===== config.mk =====
export PLATFORM = sky130hd
export DESIGN_NAME = key_matrix_debounce_counter
export DESIGN_NICKNAME = d
export VERILOG_FILES = /design/src/design/kmdc_pkg.sv /design/src/design/key_matrix_debounce_counter.sv /design/src/design/kmdc_ram.sv /design/src/design/kmdc_time_cmp.sv /design/src/design/kmdc_btn_update.sv
export SDC_FILE = /design/constraint.sdc
export NUM_CORES = 2
export LEC_CHECK = 0
export BUFFER_PORTS_ARGS = -buffer_cell sky130_fd_sc_hd__buf_2
export CAP_MARGIN = 25
export CORE_MARGIN = 5
export CORE_UTILIZATION = 50
export DETAILED_ROUTE_END_ITERATION = 10
export MAX_ROUTING_LAYER = met4
export PLACE_DENSITY_LB_ADDON = 0.25
export SLEW_MARGIN = 20
export SYNTH_ARGS = -nofsm -noshare
export SYNTH_HDL_FRONTEND = slang
export SYNTH_SLANG_ARGS = --single-unit

===== constraint.sdc =====
create_clock -name clock -period 23.8 [get_ports clock]
set_clock_uncertainty 0.15 [all_clocks]
set_input_delay 4.76 -clock clock [delete_from_list [all_inputs] [get_ports clock]]
set_output_delay 4.76 -clock clock [all_outputs]
set_load 0.05 [all_outputs]

===== src/design/kmdc_pkg.sv =====
// shared types and constants for the key matrix debounce counter
`default_nettype none

package kmdc_pkg;

   localparam int NOW_W   = 32;
   localparam int SPAN_W  = 16;
   localparam int HOLD_W  = 8;
   localparam int TOTAL_W = 32;
   localparam int MAP_W   = 16;
   localparam int QUERY_W = 4;
   localparam int CSR_IDX_W = 8;

   localparam logic [CSR_IDX_W-1:0] CSR_SCAN_INTERVAL = 8'd0;
   localparam logic [CSR_IDX_W-1:0] CSR_LOCKOUT       = 8'd1;

   localparam logic [SPAN_W-1:0] SCAN_INTERVAL_RESET = 16'd10;
   localparam logic [SPAN_W-1:0] LOCKOUT_RESET       = 16'd50;

   localparam logic [HOLD_W-1:0] HOLD_MAX  = 8'd255;
   localparam logic [HOLD_W-1:0] PRESS_MIN = 8'd1;

   typedef enum logic [4:0] {
      S_IDLE = 5'b00001,
      S_RD   = 5'b00010,
      S_UPD  = 5'b00100,
      S_QRD  = 5'b01000,
      S_DONE = 5'b10000
   } state_type;

   typedef struct packed {
      logic [HOLD_W-1:0]  hold;
      logic [NOW_W-1:0]   stamp;
      logic [TOTAL_W-1:0] total;
      logic               pressed;
      logic               counted;
   } btn_upd_type;

endpackage

`default_nettype wire


===== src/design/key_matrix_debounce_counter.sv =====
// key matrix debounce counter top level with sequencer over the shared time compare
// a word with no scan goes through the query read and done states to the registered result;
// with a scan, every button is first walked through a read and an update state on ram
// a new word is accepted only in idle, once the last result is registered; the done state
// holds while an earlier result still waits for rsp_ready
// reset: synchronous, clears flags, valid bits, last scan time and loads register defaults
`default_nettype none

module key_matrix_debounce_counter #(
   parameter int ROWS    = 4,
   parameter int COLS    = 4,
   parameter int BUTTONS = 16
) (
   input  wire logic        clock,
   input  wire logic        reset,
   input  wire logic        req_valid,
   output logic             req_ready,
   input  wire logic [31:0] req_now_ms,
   input  wire logic [15:0] req_sense_map,
   input  wire logic        req_clear_totals,
   input  wire logic [3:0]  req_query_button,
   output logic             rsp_valid,
   input  wire logic        rsp_ready,
   output logic             rsp_scanned,
   output logic [15:0]      rsp_pressed_map,
   output logic [15:0]      rsp_cycled_map,
   output logic [31:0]      rsp_queried_total,
   input  wire logic        csr_valid,
   output logic             csr_ready,
   input  wire logic [7:0]  csr_index,
   input  wire logic [15:0] csr_data
);

   localparam int IW  = BUTTONS > 1 ? $clog2(BUTTONS) : 1;
   localparam int STW = kmdc_pkg::HOLD_W + kmdc_pkg::NOW_W;

   kmdc_pkg::state_type state_ff, state_in;

   logic [15:0]        scan_interval_ff, scan_interval_in;
   logic [15:0]        lockout_ff, lockout_in;
   logic [31:0]        last_scan_ff, last_scan_in;
   logic [31:0]        now_ff, now_in;
   logic [15:0]        sense_ff, sense_in;
   logic [3:0]         query_ff, query_in;
   logic               scan_ff, scan_in;
   logic [IW-1:0]      idx_ff, idx_in;
   logic [BUTTONS-1:0] pressed_ff, pressed_in;
   logic [BUTTONS-1:0] st_valid_ff, st_valid_in;
   logic [BUTTONS-1:0] tot_valid_ff, tot_valid_in;
   logic [15:0]        cmap_ff, cmap_in;
   logic               rsp_valid_ff, rsp_valid_in;
   logic               rsp_scanned_ff, rsp_scanned_in;
   logic [15:0]        rsp_pmap_ff, rsp_pmap_in;
   logic [15:0]        rsp_cmap_ff, rsp_cmap_in;
   logic [31:0]        rsp_total_ff, rsp_total_in;

   logic [6:0]    idx_wide, q_wide;
   logic [IW-1:0] q_addr, rd_addr;
   logic          q_in_range;
   logic [STW-1:0] st_rdata, st_wdata;
   logic [31:0]   tot_rdata;
   logic          st_wr, tot_wr;
   logic [7:0]    hold_old;
   logic [31:0]   stamp_old, total_old;
   logic          sensed, in_matrix;
   logic [31:0]   cmp_now, cmp_base;
   logic [15:0]   cmp_span;
   logic          cmp_later;
   logic [15:0]   pmap;
   kmdc_pkg::btn_upd_type upd;

   assign idx_wide   = 7'(idx_ff);
   assign q_wide     = 7'(query_ff);
   assign q_addr     = q_wide[IW-1:0];
   assign q_in_range = q_wide < 7'(BUTTONS);
   assign rd_addr    = (state_ff == kmdc_pkg::S_RD) ? idx_ff : q_addr;

   assign hold_old  = st_valid_ff[idx_ff] ? st_rdata[STW-1:kmdc_pkg::NOW_W] : '0;
   assign stamp_old = st_valid_ff[idx_ff] ? st_rdata[kmdc_pkg::NOW_W-1:0] : '0;
   assign total_old = tot_valid_ff[idx_ff] ? tot_rdata : '0;
   assign sensed    = (idx_wide < 7'd16) && sense_ff[idx_wide[3:0]];
   assign in_matrix = idx_wide < 7'(ROWS * COLS);

   // idle: scan decision on the incoming word, walk: lockout expiry
   always_comb begin
      if (state_ff == kmdc_pkg::S_IDLE) begin
         cmp_now  = req_now_ms;
         cmp_base = last_scan_ff;
         cmp_span = scan_interval_ff;
      end else begin
         cmp_now  = now_ff;
         cmp_base = stamp_old;
         cmp_span = lockout_ff;
      end
   end

   kmdc_time_cmp u_cmp (
      .now_ms  (cmp_now),
      .base_ms (cmp_base),
      .span_ms (cmp_span),
      .later   (cmp_later)
   );

   kmdc_btn_update u_upd (
      .hold_old  (hold_old),
      .stamp_old (stamp_old),
      .total_old (total_old),
      .sensed    (sensed),
      .in_matrix (in_matrix),
      .expired   (cmp_later),
      .now_ms    (now_ff),
      .upd       (upd)
   );

   assign st_wr    = state_ff == kmdc_pkg::S_UPD;
   assign tot_wr   = st_wr && upd.counted;
   assign st_wdata = {upd.hold, upd.stamp};

   kmdc_ram #(.WIDTH(STW), .DEPTH(BUTTONS)) u_st_ram (
      .clock   (clock),
      .wr_en   (st_wr),
      .wr_addr (idx_ff),
      .wr_data (st_wdata),
      .rd_addr (rd_addr),
      .rd_data (st_rdata)
   );

   kmdc_ram #(.WIDTH(32), .DEPTH(BUTTONS)) u_tot_ram (
      .clock   (clock),
      .wr_en   (tot_wr),
      .wr_addr (idx_ff),
      .wr_data (upd.total),
      .rd_addr (rd_addr),
      .rd_data (tot_rdata)
   );

   for (genvar j = 0; j < 16; j++) begin : g_pmap
      if (j < BUTTONS) begin : g_on
         assign pmap[j] = pressed_ff[j];
      end else begin : g_off
         assign pmap[j] = 1'b0;
      end
   end

   always_comb begin
      state_in         = state_ff;
      scan_interval_in = scan_interval_ff;
      lockout_in       = lockout_ff;
      last_scan_in     = last_scan_ff;
      now_in           = now_ff;
      sense_in         = sense_ff;
      query_in         = query_ff;
      scan_in          = scan_ff;
      idx_in           = idx_ff;
      pressed_in       = pressed_ff;
      st_valid_in      = st_valid_ff;
      tot_valid_in     = tot_valid_ff;
      cmap_in          = cmap_ff;
      rsp_valid_in     = rsp_valid_ff && !rsp_ready;
      rsp_scanned_in   = rsp_scanned_ff;
      rsp_pmap_in      = rsp_pmap_ff;
      rsp_cmap_in      = rsp_cmap_ff;
      rsp_total_in     = rsp_total_ff;

      if (csr_valid) begin
         if (csr_index == kmdc_pkg::CSR_SCAN_INTERVAL) begin
            scan_interval_in = csr_data;
         end else if (csr_index == kmdc_pkg::CSR_LOCKOUT) begin
            lockout_in = csr_data;
         end
      end

      unique case (state_ff)
         kmdc_pkg::S_IDLE: begin
            if (req_valid) begin
               now_in   = req_now_ms;
               sense_in = req_sense_map;
               query_in = req_query_button;
               scan_in  = cmp_later;
               cmap_in  = '0;
               idx_in   = '0;
               if (req_clear_totals) begin
                  tot_valid_in = '0;
               end
               if (cmp_later) begin
                  last_scan_in = req_now_ms;
                  state_in     = kmdc_pkg::S_RD;
               end else begin
                  state_in = kmdc_pkg::S_QRD;
               end
            end
         end
         kmdc_pkg::S_RD: begin
            state_in = kmdc_pkg::S_UPD;
         end
         kmdc_pkg::S_UPD: begin
            pressed_in[idx_ff]  = upd.pressed;
            st_valid_in[idx_ff] = 1'b1;
            if (upd.counted) begin
               tot_valid_in[idx_ff] = 1'b1;
               if (idx_wide < 7'd16) begin
                  cmap_in[idx_wide[3:0]] = 1'b1;
               end
            end
            if (idx_ff == IW'(BUTTONS - 1)) begin
               state_in = kmdc_pkg::S_QRD;
            end else begin
               idx_in   = idx_ff + IW'(1);
               state_in = kmdc_pkg::S_RD;
            end
         end
         kmdc_pkg::S_QRD: begin
            state_in = kmdc_pkg::S_DONE;
         end
         kmdc_pkg::S_DONE: begin
            if (!rsp_valid_ff || rsp_ready) begin
               rsp_valid_in   = 1'b1;
               rsp_scanned_in = scan_ff;
               rsp_pmap_in    = pmap;
               rsp_cmap_in    = cmap_ff;
               rsp_total_in   = (q_in_range && tot_valid_ff[q_addr]) ? tot_rdata : '0;
               state_in       = kmdc_pkg::S_IDLE;
            end
         end
         default: begin
            state_in = kmdc_pkg::S_IDLE;
         end
      endcase
   end

   always_ff @(posedge clock) begin
      if (reset) begin
         state_ff         <= kmdc_pkg::S_IDLE;
         scan_interval_ff <= kmdc_pkg::SCAN_INTERVAL_RESET;
         lockout_ff       <= kmdc_pkg::LOCKOUT_RESET;
         last_scan_ff     <= '0;
         idx_ff           <= '0;
         pressed_ff       <= '0;
         st_valid_ff      <= '0;
         tot_valid_ff     <= '0;
         rsp_valid_ff     <= 1'b0;
      end else begin
         state_ff         <= state_in;
         scan_interval_ff <= scan_interval_in;
         lockout_ff       <= lockout_in;
         last_scan_ff     <= last_scan_in;
         idx_ff           <= idx_in;
         pressed_ff       <= pressed_in;
         st_valid_ff      <= st_valid_in;
         tot_valid_ff     <= tot_valid_in;
         rsp_valid_ff     <= rsp_valid_in;
      end
      now_ff         <= now_in;
      sense_ff       <= sense_in;
      query_ff       <= query_in;
      scan_ff        <= scan_in;
      cmap_ff        <= cmap_in;
      rsp_scanned_ff <= rsp_scanned_in;
      rsp_pmap_ff    <= rsp_pmap_in;
      rsp_cmap_ff    <= rsp_cmap_in;
      rsp_total_ff   <= rsp_total_in;
   end

   assign req_ready         = state_ff == kmdc_pkg::S_IDLE;
   assign csr_ready         = 1'b1;
   assign rsp_valid         = rsp_valid_ff;
   assign rsp_scanned       = rsp_scanned_ff;
   assign rsp_pressed_map   = rsp_pmap_ff;
   assign rsp_cycled_map    = rsp_cmap_ff;
   assign rsp_queried_total = rsp_total_ff;

   a_busy_after_accept: assert property (@(posedge clock) disable iff (reset)
      (req_valid && req_ready) |=> !req_ready)
      else $error("ready did not drop after an accepted word");

   a_no_scan_no_cycle: assert property (@(posedge clock) disable iff (reset)
      (rsp_valid && !rsp_scanned) |-> (rsp_cycled_map == 16'd0))
      else $error("cycled buttons reported without a scan");

   a_cycled_released: assert property (@(posedge clock) disable iff (reset)
      rsp_valid |-> ((rsp_cycled_map & rsp_pressed_map) == 16'd0))
      else $error("a counted button is still flagged pressed");

   a_walk_starts_at_zero: assert property (@(posedge clock) disable iff (reset)
      ($past(state_ff == kmdc_pkg::S_IDLE) && state_ff == kmdc_pkg::S_RD)
      |-> (idx_ff == '0))
      else $error("button walk did not start at index zero");

endmodule

`default_nettype wire


===== src/design/kmdc_ram.sv =====
// generic single write port ram with registered read
`default_nettype none

module kmdc_ram #(
   parameter int WIDTH = 32,
   parameter int DEPTH = 16
) (
   input  wire logic                                   clock,
   input  wire logic                                   wr_en,
   input  wire logic [(DEPTH > 1 ? $clog2(DEPTH) : 1)-1:0] wr_addr,
   input  wire logic [WIDTH-1:0]                       wr_data,
   input  wire logic [(DEPTH > 1 ? $clog2(DEPTH) : 1)-1:0] rd_addr,
   output logic      [WIDTH-1:0]                       rd_data
);

   logic [WIDTH-1:0] mem_ff [DEPTH];

   always_ff @(posedge clock) begin
      if (wr_en) begin
         mem_ff[wr_addr] <= wr_data;
      end
      rd_data <= mem_ff[rd_addr];
   end

endmodule

`default_nettype wire


===== src/design/kmdc_time_cmp.sv =====
// shared time compare unit: now later than base plus span, at 33 bits
`default_nettype none

module kmdc_time_cmp (
   input  wire logic [kmdc_pkg::NOW_W-1:0]  now_ms,
   input  wire logic [kmdc_pkg::NOW_W-1:0]  base_ms,
   input  wire logic [kmdc_pkg::SPAN_W-1:0] span_ms,
   output logic                             later
);

   logic [kmdc_pkg::NOW_W:0] limit;

   assign limit = {1'b0, base_ms} + (kmdc_pkg::NOW_W + 1)'(span_ms);
   assign later = {1'b0, now_ms} > limit;

endmodule

`default_nettype wire


===== src/design/kmdc_btn_update.sv =====
// per-button hold, press stamp and total update for one scan step
`default_nettype none

module kmdc_btn_update (
   input  wire logic [kmdc_pkg::HOLD_W-1:0]  hold_old,
   input  wire logic [kmdc_pkg::NOW_W-1:0]   stamp_old,
   input  wire logic [kmdc_pkg::TOTAL_W-1:0] total_old,
   input  wire logic                         sensed,
   input  wire logic                         in_matrix,
   input  wire logic                         expired,
   input  wire logic [kmdc_pkg::NOW_W-1:0]   now_ms,
   output kmdc_pkg::btn_upd_type             upd
);

   logic [kmdc_pkg::HOLD_W-1:0] hold_new;
   logic                        stamp_idle;

   assign stamp_idle = stamp_old == '0;

   always_comb begin
      if (!in_matrix) begin
         hold_new = hold_old;
      end else if (sensed) begin
         hold_new = (hold_old == kmdc_pkg::HOLD_MAX) ? hold_old
                                                     : hold_old + 8'd1;
      end else begin
         hold_new = '0;
      end

      upd.hold    = hold_new;
      upd.stamp   = stamp_old;
      upd.total   = total_old;
      upd.pressed = 1'b0;
      upd.counted = 1'b0;
      if (hold_new > kmdc_pkg::PRESS_MIN) begin
         upd.pressed = 1'b1;
         if (stamp_idle || expired) begin
            upd.stamp = now_ms;
         end
      end else if (!stamp_idle && expired) begin
         upd.counted = 1'b1;
         upd.total   = total_old + 32'd1;
         upd.stamp   = '0;
      end
   end

endmodule

`default_nettype wire

=== Yosys cells after proc, flatten, opt, wreduce, memory -nomap -nowiden ===
Memories as Yosys holds them, arrays and structs flattened. A register that Yosys moved wholly into a read port is not among the register bits.
Index checks and enable logic that the tools add are counted.

* Word-level logic and storage cells: 122
* Bits in writable memories: 1,152
* Memories: 2
* Bits in registers: 256

* Reduce and logical (&&, ||, !) cells: 23
* Order comparisons: 7
* Bitwise operators: 4
* Mux-type cells: 50
* $add $sub $neg: 4
* Equal/unequal tests: 14

{| class="wikitable"
|+ Memory list
! memory !! words !! width !! read ports !! clocked after Yosys merged registers in !! wr ports !! RTL line !! source
|-
| u_st_ram.mem_ff || 16 || 40 || 1 || 1 || 1 || kmdc_ram.sv:16 || <nowiki>logic [WIDTH-1:0] mem_ff [DEPTH];</nowiki>
|-
| u_tot_ram.mem_ff || 16 || 32 || 1 || 1 || 1 || kmdc_ram.sv:16 ||
|}

{| class="wikitable"
|+ Operators with widths
! kind !! count
|-
| two-way mux 32 bit || 7
|-
| two-way mux 16 bit || 7
|-
| two-way mux 64 bit || 1
|-
| one-hot mux 16 bit (2 select lines) || 2
|-
| bitwise OR 16 bit || 3
|-
| adder 32 x 16 -> 33 bit || 1
|-
| greater-than comparator 32 x 33 -> 1 bit || 1
|-
| adder 32 x 1 -> 32 bit, second input constant || 1
|-
| logical NOT 32 bit || 1
|-
| two-way mux 8 bit || 4
|-
| one-hot mux 5 bit (5 select lines) || 1
|-
| < comparator 4 x 5 -> 1 bit, second input constant || 4
|-
| two-way mux 4 bit || 5
|-
| binary-select mux 1 bit (select 4 bit) || 4
|-
| bitwise mux 16 bit || 1
|-
| two-way mux 1 bit || 14
|-
| two-way mux 5 bit || 2
|-
| AND reduction 3 bit || 3
|-
| adder 8 x 1 -> 8 bit, second input constant || 1
|-
| == test 8 x 1 -> 1 bit, second input constant || 1
|-
| == test 8 bit, second input constant || 1
|-
| greater-than comparator 8 x 1 -> 1 bit, second input constant || 1
|-
| logical NOT 8 bit || 1
|-
| one-hot mux 4 bit (2 select lines) || 1
|-
| 18 further kinds || 34
|}

=== Depth between registers and ports, before layout ===
* Word-level depth: 12
* Mapped depth: 32
* Mapped depth without buffers: 25

=== By module ===
From an unflattened synthesis, not the netlist that was laid out.

* Cells, all modules: 3,499
* Area, all modules: 59,356.9 µm²

{| class="wikitable"
|+ Modules (own cells, without submodules)
! module !! area each (µm²) !! times used !! cells each
|-
| kmdc_ram at u_st_ram || 25,130.4 || 1 || 1,040
|-
| kmdc_ram at u_tot_ram || 19,835.3 || 1 || 838
|-
| key_matrix_debounce_counter || 10,974.3 || 1 || 1,101
|-
| kmdc_time_cmp || 1,750.4 || 1 || 230
|-
| kmdc_btn_update || 1,666.6 || 1 || 290
|}

=== Worst setup path after synthesis ===
OpenSTA, ideal clock, no wires.

* Path kind: input to register
* From: input req_now_ms[26]
* To: memory u_tot_ram.mem_ff[20][0] (netlist: u_tot_ram.mem_ff[10][0]) (enable)
* Cell stages on the path: 12
* Arrival time: 8,771 ps
* Data required time: 23,189 ps
* Setup slack: 14,418 ps
* Path buffers: 1
* Path through: nand2_1 nand2_1 ha_1 nand4_1 nor4_1 inv_1 o211ai_1 o311a_1 o31a_1 nand2_1 buf_2 nor3_1

* Word-level cells in the longest chain between the ends: 8

{| class="wikitable"
|+ Ends and longest elaborated chain
! item !! RTL line !! source
|-
| start: declaration || key_matrix_debounce_counter.sv:18 || <nowiki>input wire logic [31:0] req_now_ms,</nowiki>
|-
| two-way mux 32 bit || key_matrix_debounce_counter.sv:86 || <nowiki>if (state_ff == kmdc_pkg::S_IDLE) begin</nowiki>
|-
| greater-than comparator 32 x 33 -> 1 bit || kmdc_time_cmp.sv:14 || <nowiki>assign later = {1'b0, now_ms} > limit;</nowiki>
|-
| logical AND 1 bit || kmdc_btn_update.sv:40 || <nowiki>end else if (!stamp_idle && expired) begin</nowiki>
|-
| two-way mux 1 bit || kmdc_btn_update.sv:40 ||
|-
| two-way mux 1 bit || kmdc_btn_update.sv:35 || <nowiki>if (hold_new > kmdc_pkg::PRESS_MIN) begin</nowiki>
|-
| logical AND 1 bit || key_matrix_debounce_counter.sv:116 || <nowiki>assign tot_wr = st_wr && upd.counted;</nowiki>
|-
| two-way mux 1 bit || kmdc_ram.sv:19 || <nowiki>if (wr_en) begin</nowiki>
|-
| two-way mux 1 bit (implied by the code) || kmdc_ram.sv:20 || <nowiki>mem_ff[wr_addr] <= wr_data;</nowiki>
|-
| end: declaration || kmdc_ram.sv:16 ||
|}

Every way passes these cells.

=== Worst setup path in the final report ===
* From: register idx_ff[0]
* To: memory u_tot_ram.mem_ff[14][26] (netlist: u_tot_ram.mem_ff[7][26]) (enable)

* Word-level cells in the longest chain between the ends: 12
* Elaborated cells on any way between the ends: 25
* Those cells by class: 2 x add/sub; 3 x order compare; 1 x eq/ne; 14 x mux; 5 x reduce/logical

{| class="wikitable"
|+ Ends and longest elaborated chain
! item !! RTL line !! source
|-
| start: declaration || key_matrix_debounce_counter.sv:46 || <nowiki>logic [IW-1:0] idx_ff, idx_in;</nowiki>
|-
| start signal: assignment || key_matrix_debounce_counter.sv:247 || <nowiki>idx_ff <= idx_in;</nowiki>
|-
| binary-select mux 1 bit (select 4 bit) || key_matrix_debounce_counter.sv:78, key_matrix_debounce_counter.sv:79 ||
|-
| two-way mux 1 bit (implied by the code) || key_matrix_debounce_counter.sv:78, key_matrix_debounce_counter.sv:79 ||
|-
| two-way mux 32 bit or two-way mux 8 bit (tied branches) || key_matrix_debounce_counter.sv:79, key_matrix_debounce_counter.sv:78 ||
|-
| two-way mux 32 bit, or another cell as far along || key_matrix_debounce_counter.sv:86 ||
|-
| adder 32 x 16 -> 33 bit or two-way mux 8 bit (tied branches) || kmdc_time_cmp.sv:13, kmdc_btn_update.sv:24 ||
|-
| greater-than comparator 32 x 33 -> 1 bit or two-way mux 8 bit (tied branches) || kmdc_time_cmp.sv:14, kmdc_btn_update.sv:23 ||
|-
| logical AND 1 bit or two-way mux 8 bit (tied branches) || kmdc_btn_update.sv:40, kmdc_btn_update.sv:21 ||
|-
| two-way mux 1 bit or greater-than comparator 8 x 1 -> 1 bit (tied branches) || kmdc_btn_update.sv:40, kmdc_btn_update.sv:35 ||
|-
| two-way mux 1 bit || kmdc_btn_update.sv:35 ||
|-
| logical AND 1 bit || key_matrix_debounce_counter.sv:116 ||
|-
| two-way mux 1 bit || kmdc_ram.sv:19 ||
|-
| two-way mux 1 bit (implied by the code) || kmdc_ram.sv:20 ||
|}

Several ways; a longest one is shown, not always the timed one. The select of a mux whose other input is x is not followed.

==> impl_metrics.json <==
{
  "status": "finished, final reports clean",
  "finalCritPeriodShare_pct": 40.9,
  "synth_seq_cells": 1480,
  "r2r_slack_ns": 14.06,
  "rsz0062_at_grt": "false",
  "p_int_mw": 4.84,
  "clock_sinks": 1480,
  "synth_fp_nets": 4779,
  "syn-instance-count": 4642,
  "timing.fmax_ghz": 0.103,
  "portBuffers": 148,
  "combPwrFrac_pct": 23.1,
  "async_reset_ff_share_pct": 0,
  "grt_max_degree": 220,
  "worst_pin_slew_ns": 1.13,
  "cellLeakagePower_nw": 23.9,
  "die_x_um": 359,
  "p_switching_mw": 2.27,
  "dieArea_um2": 129000,
  "drc": 0,
  "drv_cap": 0,
  "synth_area_um2": 61000,
  "critPathMaxFanout": 24,
  "synth.avg_cell_area_um2": 13.1,
  "top_layer_used": "met4",
  "root_buffer": "clkbuf_16",
  "slowest_stage": "dfxtp_1",
  "syn2layout_area_growth_pct": 12.5,
  "switching_share_pct": 31.9,
  "yosys_warnings": 0,
  "slew_violations": 0,
  "cts_tree": "built",
  "yosysSeqAreaShare_pct": 69.7,
  "wl_met3_mm": 11.2,
  "start_util_pct": 50.2,
  "power_density_nw_per_um2": 104,
  "crit_arrival_ns": 9.98,
  "synth_edf_count": 1286,
  "start_kind": "flop",
  "final_common_cell": "edfxtp_1",
  "finalCriticalPeriod_ns": 9.74,
  "ant_nets": 0,
  "fillers": 9658,
  "crit_buf_inv": 4,
  "numCtsBuffers": 154,
  "overflow": 0,
  "p_clk_share_pct": 32.9,
  "crit_family": "compound AO/OA/AOI/OAI gates",
  "drive_gt1_share_pct": 11.6,
  "post_cts_buffers": 0,
  "drtIter0Drc": 3825,
  "post-dp-hpwl_mm": 81.8,
  "slew_headroom_pct": 24.5,
  "dr_total_vias": 38400,
  "setup_viol": 0,
  "clk_latency_ns": 0.78,
  "hold_viol": 0,
  "vias_per_cell": 5.94,
  "cts.htree.levels": 4,
  "synth.distinct_cells": 76,
  "core_area_um2": 122000,
  "place_congestion": 0.900,
  "synth_ff_type": "edfxtp_1",
  "cpMostUsedCell": "buf_4",
  "wirelength_met1_mm": 65.2,
  "critPathLaunch": "idx_ff[0]",
  "utilization_pct": 56.4,
  "dp_slack_ns": 13.74,
  "cp.depth": 26,
  "crit_required_ns": 24.04,
  "finalSetupTns_ns": 0,
  "path_class": "flop to flop",
  "drt_first_pass_iters": 7,
  "critPathMaxStageDelay_ns": 0.97,
  "ioPinCount": 150,
  "crit_path_end_kind": "flop",
  "antenna_found_initial": 9,
  "peakVddDrop_uv": 100,
  "rows": 128,
  "timing.rr.start": "idx_ff[0]",
  "routed-wl-met2_mm": 70.5,
  "ctsHoldBuffers": 0,
  "cp-endpoint": "u_tot_ram.mem_ff[7][26]",
  "clk_path_buf_depth": 3,
  "dieHeight_um": 359,
  "r2r_cells": 26,
  "final_cell_mix": "edfxtp_1, nand2_1, a211oi_1",
  "worst_slack_ns": 14.06,
  "cts_resized": 0,
  "r2r_end": "u_tot_ram.mem_ff[7][26]",
  "grtUsageTotal_pct": 23.3,
  "clk_pin_slew_ns": 0.06,
  "grt_pass1_wl_mm": 226,
  "pwr-share-seq_pct": 44.0,
  "grt_pass1_vias": 36400,
  "wl_per_cell_um": 23.2,
  "hp-class": "flop to flop",
  "final_nets": 4856,
  "drt-total-wl_mm": 150
}
==> cells by family after synthesis <==
| group | after synthesis | synth area share (%) |
|---|---|---|
| adder cells (fa/ha/maj) | 55 | 1.14 |
| buffers and inverters | 353 | 2.34 |
| multiplexers | 96 | 1.89 |
| AND/OR/NAND/NOR | 1537 | 11.8 |
| flip-flops | 1480 | 69.7 |
| other | 1 | 0.00615 |
| AO/OA/AOI/OAI | 1077 | 12.5 |
| XOR/XNOR | 43 | 0.618 |
==> metal layers <==
layer	track usage [%]	vias to the layer above
met1	32.3	19100
met3	4.36	238
met2	35.9	1371
met5	-	-
met4	6.48	0
li1	-	17700
==> sequential cells by signal (all words and copies together) (netlist names) <==
name	flops
now_ff	32
rsp_scanned	1
tot_valid_ff	16
rsp_queried_total	32
rsp_cycled_map	16
scan_ff	1
rsp_valid	1
cmap_ff	16
last_scan_ff	32
state_ff	5
u_st_ram.rd_data	40
scan_interval_ff	16
idx_ff	4
sense_ff	16
pmap	16
st_valid_ff	16
rsp_pressed_map	16
lockout_ff	16
u_st_ram.mem_ff	640
q_addr	4
u_tot_ram.rd_data	32
u_tot_ram.mem_ff	512
==> power groups by stage <==
stage          sequential, mW  clock (mW)  combinational (mW)
2_1_floorplan            3.07           0                1.23
3_3_place_gp             3.18           0                1.60
3_5_place_dp             3.17           0                1.62
4_1_cts                  3.12        2.38                1.63
5_1_grt                  3.14        2.49                1.81
6_report                 3.13        2.34                1.64
==> synth_stat cells, types with 5 or more instances <==
cell type  count  area (um^2)
buf_1         12         45.0
ha_1          54          676
nor2b_1       12         75.1
buf_2         41          205
nand2_1      816         3060
buf_4          9         67.6
and2_1       328         2050
dfxtp_1      194         3880
o21ai_0       28          140
nand3_1       36          180
xor2_1        28          245
a22oi_1        8         60.1
a21oi_1      212         1060
o21bai_1       5         37.5
edfxtp_1    1286        38600
mux2i_1       71          711
mux4_2        14          315
a211o_1        7         61.3
inv_1         24         90.1
a211oi_1     383         2880
or2_2          5         31.3
mux2_2        11          124
a311oi_1     145         1270
clkbuf_1     264          991
nor3_1        28          140
nor4_1        17          106
a21o_1        25          188
nand4_1       24          150
a31oi_1      151          945
and3_1        16          100
a22o_1        46          403
o41ai_1        5         43.8
nand2b_1      76          475
nor2_1       139          522
xnor2_1       15          131
or4_1         21          158
o31ai_1       19          143
==> worst min path at each step <==
| stage | slack, ns | start | cells after the start | end |
|---|---|---|---|---|
| after floorplan | 0.25 | scan_ff | 0 | rsp_scanned |
| after global placement | 0.26 | scan_ff | 0 | rsp_scanned |
| after detailed placement | 0.27 | pmap[10] | 0 | rsp_pressed_map[10] |
| after CTS | 0.28 | pmap[10] | 0 | rsp_pressed_map[10] |
| after global routing | 0.29 | pmap[3] | 0 | rsp_pressed_map[3] |
| final | 0.28 | pmap[3] | 0 | rsp_pressed_map[3] |
==> final cells by class <==
type / instances / area [um^2] / area share [%]
flip-flops and latches: 1480 / 42500 / 62.0
multi-input cells: 2809 / 17400 / 25.4
inverters: 25 / 95.1 / 0.139
repair buffers: 249 / 1580 / 2.30
well taps: 1625 / 2030 / 2.96
clock buffers: 214 / 4320 / 6.29
diodes: 4 / 10.0 / 0.0146
clock inverters: 70 / 643 / 0.938
==> per-stage QoR <==
step	hold WS, ns	cells	cell area (um^2)	power, mW
floorplan	0.250	4642	61000	4.30
global placement	0.255	6168	63400	4.77
detailed placement	0.268	6175	63500	4.80
CTS	0.282	6459	68400	7.13
global route	0.286	6475	68600	7.44
finish	0.279	6476	68600	7.11
No activity file was read; power rests on OpenSTA's default activity.
